===== config.mk =====
export PLATFORM = sky130hd
export DESIGN_NAME = sorted_insert_priority_queue
export DESIGN_NICKNAME = d
export VERILOG_FILES = /design/src/hdl/spq_pkg.sv /design/src/hdl/spq_cell.sv /design/src/hdl/sorted_insert_priority_queue.sv
export SDC_FILE = /design/constraint.sdc
export NUM_CORES = 1
export LEC_CHECK = 0
export BUFFER_PORTS_ARGS = -buffer_cell sky130_fd_sc_hd__buf_2
export CORE_MARGIN = 8
export CORE_UTILIZATION = 45
export DETAILED_ROUTE_END_ITERATION = 10
export SETUP_SLACK_MARGIN = 0.4
export SLEW_MARGIN = 20
export SYNTH_ARGS = -nofsm -noshare
export SYNTH_HDL_FRONTEND = slang
export SYNTH_SLANG_ARGS = --single-unit

===== constraint.sdc =====
create_clock -name clk -period 6.9 [get_ports clk]
set_input_delay 1.035 -clock clk [delete_from_list [all_inputs] [get_ports clk]]
set_output_delay 1.035 -clock clk [all_outputs]
set_load 0.005 [all_outputs]

===== src/hdl/spq_pkg.sv =====
// ----------------------------------------------------------------------------
// spq_pkg - shared types and codes for the sorted-insert priority queue
// Operation and status codes, default sizes and the cell control group.
// ----------------------------------------------------------------------------
package spq_pkg;

  localparam int DEPTH_DEFAULT     = 16;
  localparam int TAG_BITS_DEFAULT  = 16;
  localparam int PRIO_BITS_DEFAULT = 8;

  localparam int OPCODE_BITS = 1;
  localparam int STATUS_BITS = 2;

  localparam logic [OPCODE_BITS-1:0] OP_ENQ = 1'b0;
  localparam logic [OPCODE_BITS-1:0] OP_DEQ = 1'b1;

  localparam logic [STATUS_BITS-1:0] STATUS_DONE  = 2'd0;
  localparam logic [STATUS_BITS-1:0] STATUS_FULL  = 2'd1;
  localparam logic [STATUS_BITS-1:0] STATUS_EMPTY = 2'd2;

  // Broadcast to every cell: at most one of these is high in a cycle.
  typedef struct packed {
    logic enq;
    logic deq;
  } cell_ctrl_t;

endpackage


===== src/hdl/spq_cell.sv =====
// ----------------------------------------------------------------------------
// spq_cell - one slot of the sorted chain
// Holds one entry. On insert it keeps its entry, takes its left neighbour's
// displaced entry, or takes the new entry; on removal it takes the right one.
// ----------------------------------------------------------------------------
module spq_cell #(
  parameter int TAG_BITS  = spq_pkg::TAG_BITS_DEFAULT,
  parameter int PRIO_BITS = spq_pkg::PRIO_BITS_DEFAULT
) (
  input  logic                  clk,
  input  spq_pkg::cell_ctrl_t   ctrl,
  input  logic                  occupied,
  input  logic [TAG_BITS-1:0]   new_tag,
  input  logic [PRIO_BITS-1:0]  new_prio,
  input  logic                  left_shift,
  input  logic [TAG_BITS-1:0]   left_tag,
  input  logic [PRIO_BITS-1:0]  left_prio,
  input  logic [TAG_BITS-1:0]   right_tag,
  input  logic [PRIO_BITS-1:0]  right_prio,
  output logic                  shift,
  output logic [TAG_BITS-1:0]   tag,
  output logic [PRIO_BITS-1:0]  prio
);

  // Own entry moves one place back: strictly lower than the newcomer.
  assign shift = occupied && (prio < new_prio);

  always_ff @(posedge clk) begin
    if (ctrl.deq) begin
      tag  <= right_tag;
      prio <= right_prio;
    end else if (ctrl.enq && !(occupied && !shift)) begin
      // first displaced or first free slot takes the newcomer
      tag  <= left_shift ? left_tag  : new_tag;
      prio <= left_shift ? left_prio : new_prio;
    end
  end

endmodule


===== src/hdl/sorted_insert_priority_queue.sv =====
// ----------------------------------------------------------------------------
// sorted_insert_priority_queue - priority queue kept sorted by insertion
// Row of DEPTH cells in service order; slot 0 is the head.
// ----------------------------------------------------------------------------
// One item per clock cycle unless the output is held; the result is registered
// in the cycle after acceptance. Every cell compares its own priority with the
// newcomer in the same cycle and shifts by one place, so insertion and removal
// are a single step whatever the fill level. An enqueue goes behind all
// entries of equal or higher priority; a dequeue returns the head. Enqueue
// into a full queue answers status full, dequeue of an empty queue answers
// status empty, and the stored entries are unchanged in both cases.
module sorted_insert_priority_queue #(
  parameter int DEPTH     = spq_pkg::DEPTH_DEFAULT,
  parameter int TAG_BITS  = spq_pkg::TAG_BITS_DEFAULT,
  parameter int PRIO_BITS = spq_pkg::PRIO_BITS_DEFAULT,
  localparam int CNT_BITS = $clog2(DEPTH + 1),
  localparam int IN_RAW   = spq_pkg::OPCODE_BITS + TAG_BITS + PRIO_BITS,
  localparam int IN_W     = ((IN_RAW + 7) / 8) * 8,
  localparam int OUT_RAW  = spq_pkg::STATUS_BITS + TAG_BITS + PRIO_BITS + CNT_BITS,
  localparam int OUT_W    = ((OUT_RAW + 7) / 8) * 8
) (
  input  logic             clk,
  input  logic             rst,
  input  logic             s_tvalid,
  output logic             s_tready,
  input  logic [IN_W-1:0]  s_tdata,   // opcode, item_tag, item_priority, zero pad
  output logic             m_tvalid,
  input  logic             m_tready,
  output logic [OUT_W-1:0] m_tdata    // status, out_tag, out_priority, entries_held, pad
);

  logic                      opcode;
  logic [TAG_BITS-1:0]       item_tag;
  logic [PRIO_BITS-1:0]      item_priority;
  logic                      accept;
  logic                      full;
  logic                      empty;
  spq_pkg::cell_ctrl_t       ctrl;
  logic [CNT_BITS-1:0]       count;
  logic [CNT_BITS-1:0]       count_next;
  logic [spq_pkg::STATUS_BITS-1:0] status_next;
  logic [TAG_BITS-1:0]       out_tag_next;
  logic [PRIO_BITS-1:0]      out_prio_next;

  logic [DEPTH-1:0]          cell_occ;
  logic [DEPTH-1:0]          cell_shift;
  logic [TAG_BITS-1:0]       cell_tag  [DEPTH];
  logic [PRIO_BITS-1:0]      cell_prio [DEPTH];

  assign opcode        = s_tdata[0];
  assign item_tag      = s_tdata[TAG_BITS:1];
  assign item_priority = s_tdata[TAG_BITS+PRIO_BITS:TAG_BITS+1];

  // output register frees up as soon as its item is taken
  assign s_tready = !m_tvalid || m_tready;
  assign accept   = s_tvalid && s_tready;

  assign full  = (count == CNT_BITS'(DEPTH));
  assign empty = (count == '0);

  assign ctrl.enq = accept && (opcode == spq_pkg::OP_ENQ) && !full;
  assign ctrl.deq = accept && (opcode == spq_pkg::OP_DEQ) && !empty;

  always_comb begin
    count_next    = count;
    status_next   = spq_pkg::STATUS_DONE;
    out_tag_next  = '0;
    out_prio_next = '0;
    if (opcode == spq_pkg::OP_ENQ) begin
      if (full) begin
        status_next = spq_pkg::STATUS_FULL;
      end else begin
        count_next = count + CNT_BITS'(1);
      end
    end else begin
      if (empty) begin
        status_next = spq_pkg::STATUS_EMPTY;
      end else begin
        count_next    = count - CNT_BITS'(1);
        out_tag_next  = cell_tag[0];
        out_prio_next = cell_prio[0];
      end
    end
  end

  generate
    for (genvar i = 0; i < DEPTH; i++) begin : g_cell
      logic                 l_shift;
      logic [TAG_BITS-1:0]  l_tag;
      logic [PRIO_BITS-1:0] l_prio;
      logic [TAG_BITS-1:0]  r_tag;
      logic [PRIO_BITS-1:0] r_prio;

      assign cell_occ[i] = (CNT_BITS'(i) < count);

      if (i == 0) begin : g_head
        assign l_shift = 1'b0;
        assign l_tag   = item_tag;
        assign l_prio  = item_priority;
      end else begin : g_mid_l
        assign l_shift = cell_shift[i-1];
        assign l_tag   = cell_tag[i-1];
        assign l_prio  = cell_prio[i-1];
      end

      if (i == DEPTH - 1) begin : g_tail
        assign r_tag  = cell_tag[i];
        assign r_prio = cell_prio[i];
      end else begin : g_mid_r
        assign r_tag  = cell_tag[i+1];
        assign r_prio = cell_prio[i+1];
      end

      spq_cell #(
        .TAG_BITS  (TAG_BITS),
        .PRIO_BITS (PRIO_BITS)
      ) u_cell (
        .clk        (clk),
        .ctrl       (ctrl),
        .occupied   (cell_occ[i]),
        .new_tag    (item_tag),
        .new_prio   (item_priority),
        .left_shift (l_shift),
        .left_tag   (l_tag),
        .left_prio  (l_prio),
        .right_tag  (r_tag),
        .right_prio (r_prio),
        .shift      (cell_shift[i]),
        .tag        (cell_tag[i]),
        .prio       (cell_prio[i])
      );
    end
  endgenerate

  always_ff @(posedge clk) begin
    if (rst) begin
      count    <= '0;
      m_tvalid <= 1'b0;
    end else begin
      if (accept) begin
        count    <= count_next;
        m_tvalid <= 1'b1;
      end else if (m_tready) begin
        m_tvalid <= 1'b0;
      end
    end
  end

  always_ff @(posedge clk) begin
    if (accept) begin
      m_tdata <= OUT_W'({count_next, out_prio_next, out_tag_next, status_next});
    end
  end

endmodule

==> results.cfg <==
[outcome]
status = finished, final reports clean

[min_path]
hold_class = reg -> reg
hp-start = g_cell[15].u_cell.tag[10]

[clock_tree]
clkTransAtPathRegs_ns = 0.06
ctsRootBufferMaster = clkbuf_16
cts_tree = yes
cts_buffer_depth = 3
cts_buffers = 48
ctsHtreeMaxLevel = 2
clkLatencyLatePin_ns = 0.59
clkSinkCount = 421
cts_resized = 0
cts_hold_buf = 0
cts_setup_buffers = 0

[power_and_ir_drop]
seq_power_share_pct = 44.9
pwr-share-comb_pct = 21.4
p_sw_share_pct = 30.5
ir_worst_vdd_mv = 0.171
power.switching_mw = 2.43
power.leakage_nw = 8.96
power_density_mw_per_mm2 = 306
pwr-share-clk_pct = 33.7
intPower_mw = 5.54
power_mw = 7.98

[critical_path]
startpoint_type = flop
cp.required_ns = 7.31
worstSetupPathType = reg -> reg
critPathArrivalTime_ns = 4.92
reg2reg_from = count[1]
worstSetupEndpointType = flop
critPathMaxFanout = 130
critPathLaunch = count[1]

[drt]
drtIter0Drc = 1252
drcViolationCount = 0
drt-pass1-iter-count = 6
ant_nets = 0
wl_per_cell_um = 21.4
wl_um = 62400
vias = 17700
vias_per_cell = 6.06

[timing]
worst_pin_slew_ns = 1.12
fmax_mhz = 221
slew-limit-headroom_pct = 25.4
hold_viol = 0
skew_ns = 0.0139
rsz0062_at_grt = false
setup_viol_count_final = 0
fin_setup_tns_ns = 0
drv_slew = 0
fin_crit_sh_pct = 65.5
holdWs_ns = 0.545
period_needed_ns = 4.52

[layout]
final-seq-area_mm2 = 0.0126
drive_gt1_share_pct = 12.7
mostFrequentLayoutCells = edfxtp_1, nand2_1, nand3_1
multi_input_area_mm2 = 0.0103
area_growth_pct = 9.93
layout_commonest_cell = edfxtp_1
final_nets = 2344
fillers = 4783

[grt]
grt_first_pass_wirelength_um = 99600
antenna_found_initial = 6
grt_max_degree = 169
grt_overflow = 0
track_usage_pct = 20.1
grt_pass1_vias = 18400

[logic_synthesis]
synth_area_leaders = edfxtp_1, ha_1, nand2_1
netlist_area_mm2 = 0.0237
syn-instance-count = 2244
ys.flop_type = edfxtp_1
synth_top_area_cell = edfxtp_1
ys_seq_area_share_pct = 53.1
postSynth.asyncResetShare_pct = 0
ys_seq_elements = 421
synth_edf_count = 415
yosysWarnings = 0
synth_cell_type_count = 62
synth.avg_cell_area_um2 = 10.6
syn_nets = 2396
synth_top_area_share_pct = 52.6

[floorplanning]
dieHeight_um = 246
fp-row-count = 84
coreArea_mm2 = 0.0523
design.die.area_mm2 = 0.0603
start_util_pct = 45.3
num_io_pins = 70
die_w_um = 246

[place]
io_buffer_count = 61
place_hpwl_um = 42300
place_congestion = 0.826

[job]
max_cap_violations = 0
through the flow:
step | util [%] | worst slack [ns] | area (um2) | instances
5_1_grt | 49.8 | 2.17 | 26100 | 2917
2_1_floorplan | - | 2.20 | 23700 | 2244
3_3_place_gp | 46.6 | 2.07 | 24400 | 2830
3_5_place_dp | 46.7 | 1.95 | 24400 | 2830
4_1_cts | 49.7 | 2.49 | 26000 | 2916
6_report | 49.8 | 2.38 | 26100 | 2920
power by group through the flow:
stage | Combinational [mW] | Sequential (mW) | Clock (mW)
after floorplan | 1.26 | 3.54 | 0
after global placement | 1.64 | 3.63 | 0
after detailed placement | 1.70 | 3.64 | 0
after CTS | 1.70 | 3.59 | 2.73
after global routing | 1.90 | 3.62 | 2.81
final | 1.71 | 3.59 | 2.69
cells in the mapped netlist, drive strengths merged, types with 2 or more instances:
master  instances
a2111o          3
a211o           7
a211oi         15
a21o           15
a21oi         178
a311oi          2
a31oi          86
and3           29
and4            2
buf            97
clkbuf         99
dfxtp           6
edfxtp        415
ha            116
inv            21
mux2           24
mux2i          74
nand2         307
nand2b         10
nand3         194
nand4           4
nor2          169
nor2b           9
nor3           13
nor3b           2
nor4            7
o211ai        196
o21a            2
o21ai         108
o21bai          5
o311a           3
o311ai          3
or2             3
or3             2
xnor2           2
xor2            2
final timing paths:
kind,endpoint,slack (ns),depth (start not counted)
worst max-delay path,g_cell[14].u_cell.tag[2],2.38,8
worst min-delay path,g_cell[14].u_cell.tag[10],0.54,2
worst max register to register,g_cell[14].u_cell.tag[2],2.38,8
worst min register to register,g_cell[14].u_cell.tag[10],0.54,2
kinds of logic after synthesis:
family	after synthesis	share of synthesized area (%)
simple gates	756	14.2
xor+xnor	4	0.148
buf+inv	217	4.24
mux	98	4.26
flops	421	53.1
compound gates	631	17.9
fa+ha+maj	116	6.12
other cells	1	0.0158
state kept, by name, indices dropped and copies added, names as in the netlist:
register and flops:
g_cell.u_cell.tag 256, count 5, g_cell.u_cell.prio 128, m_tdata 31
m_tvalid 1
critical path, stage by stage, from the launching register on:
cell and delay (ns):
dfxtp_1 0.52, inv_1 0.23, ha_1 0.25, or4b_1 0.89
and2_4 0.38, nand2_8 0.65, buf_12 0.50, nand2_1 0.43
o211ai_1 0.34
routing by layer:
layer | track usage, % | routed length, um | up-vias
met5 | 0 | 26 | -
met4 | 5.71 | 1290 | 4
met3 | 2.98 | 2480 | 91
met2 | 34.4 | 30600 | 342
met1 | 26.3 | 28000 | 8875
li1 | - | - | 8375
area by class of cell:
type,instances,share of cell area [%]
flip-flops and latches,421,48.3
multi-input cells,1606,39.6
clock buffers,61,4.92
well taps,688,3.30
repair buffers,94,2.27
clock inverters,25,1.26
inverters,21,0.302
diodes,4,0.0384
No activity file was read; power rests on OpenSTA's default activity.
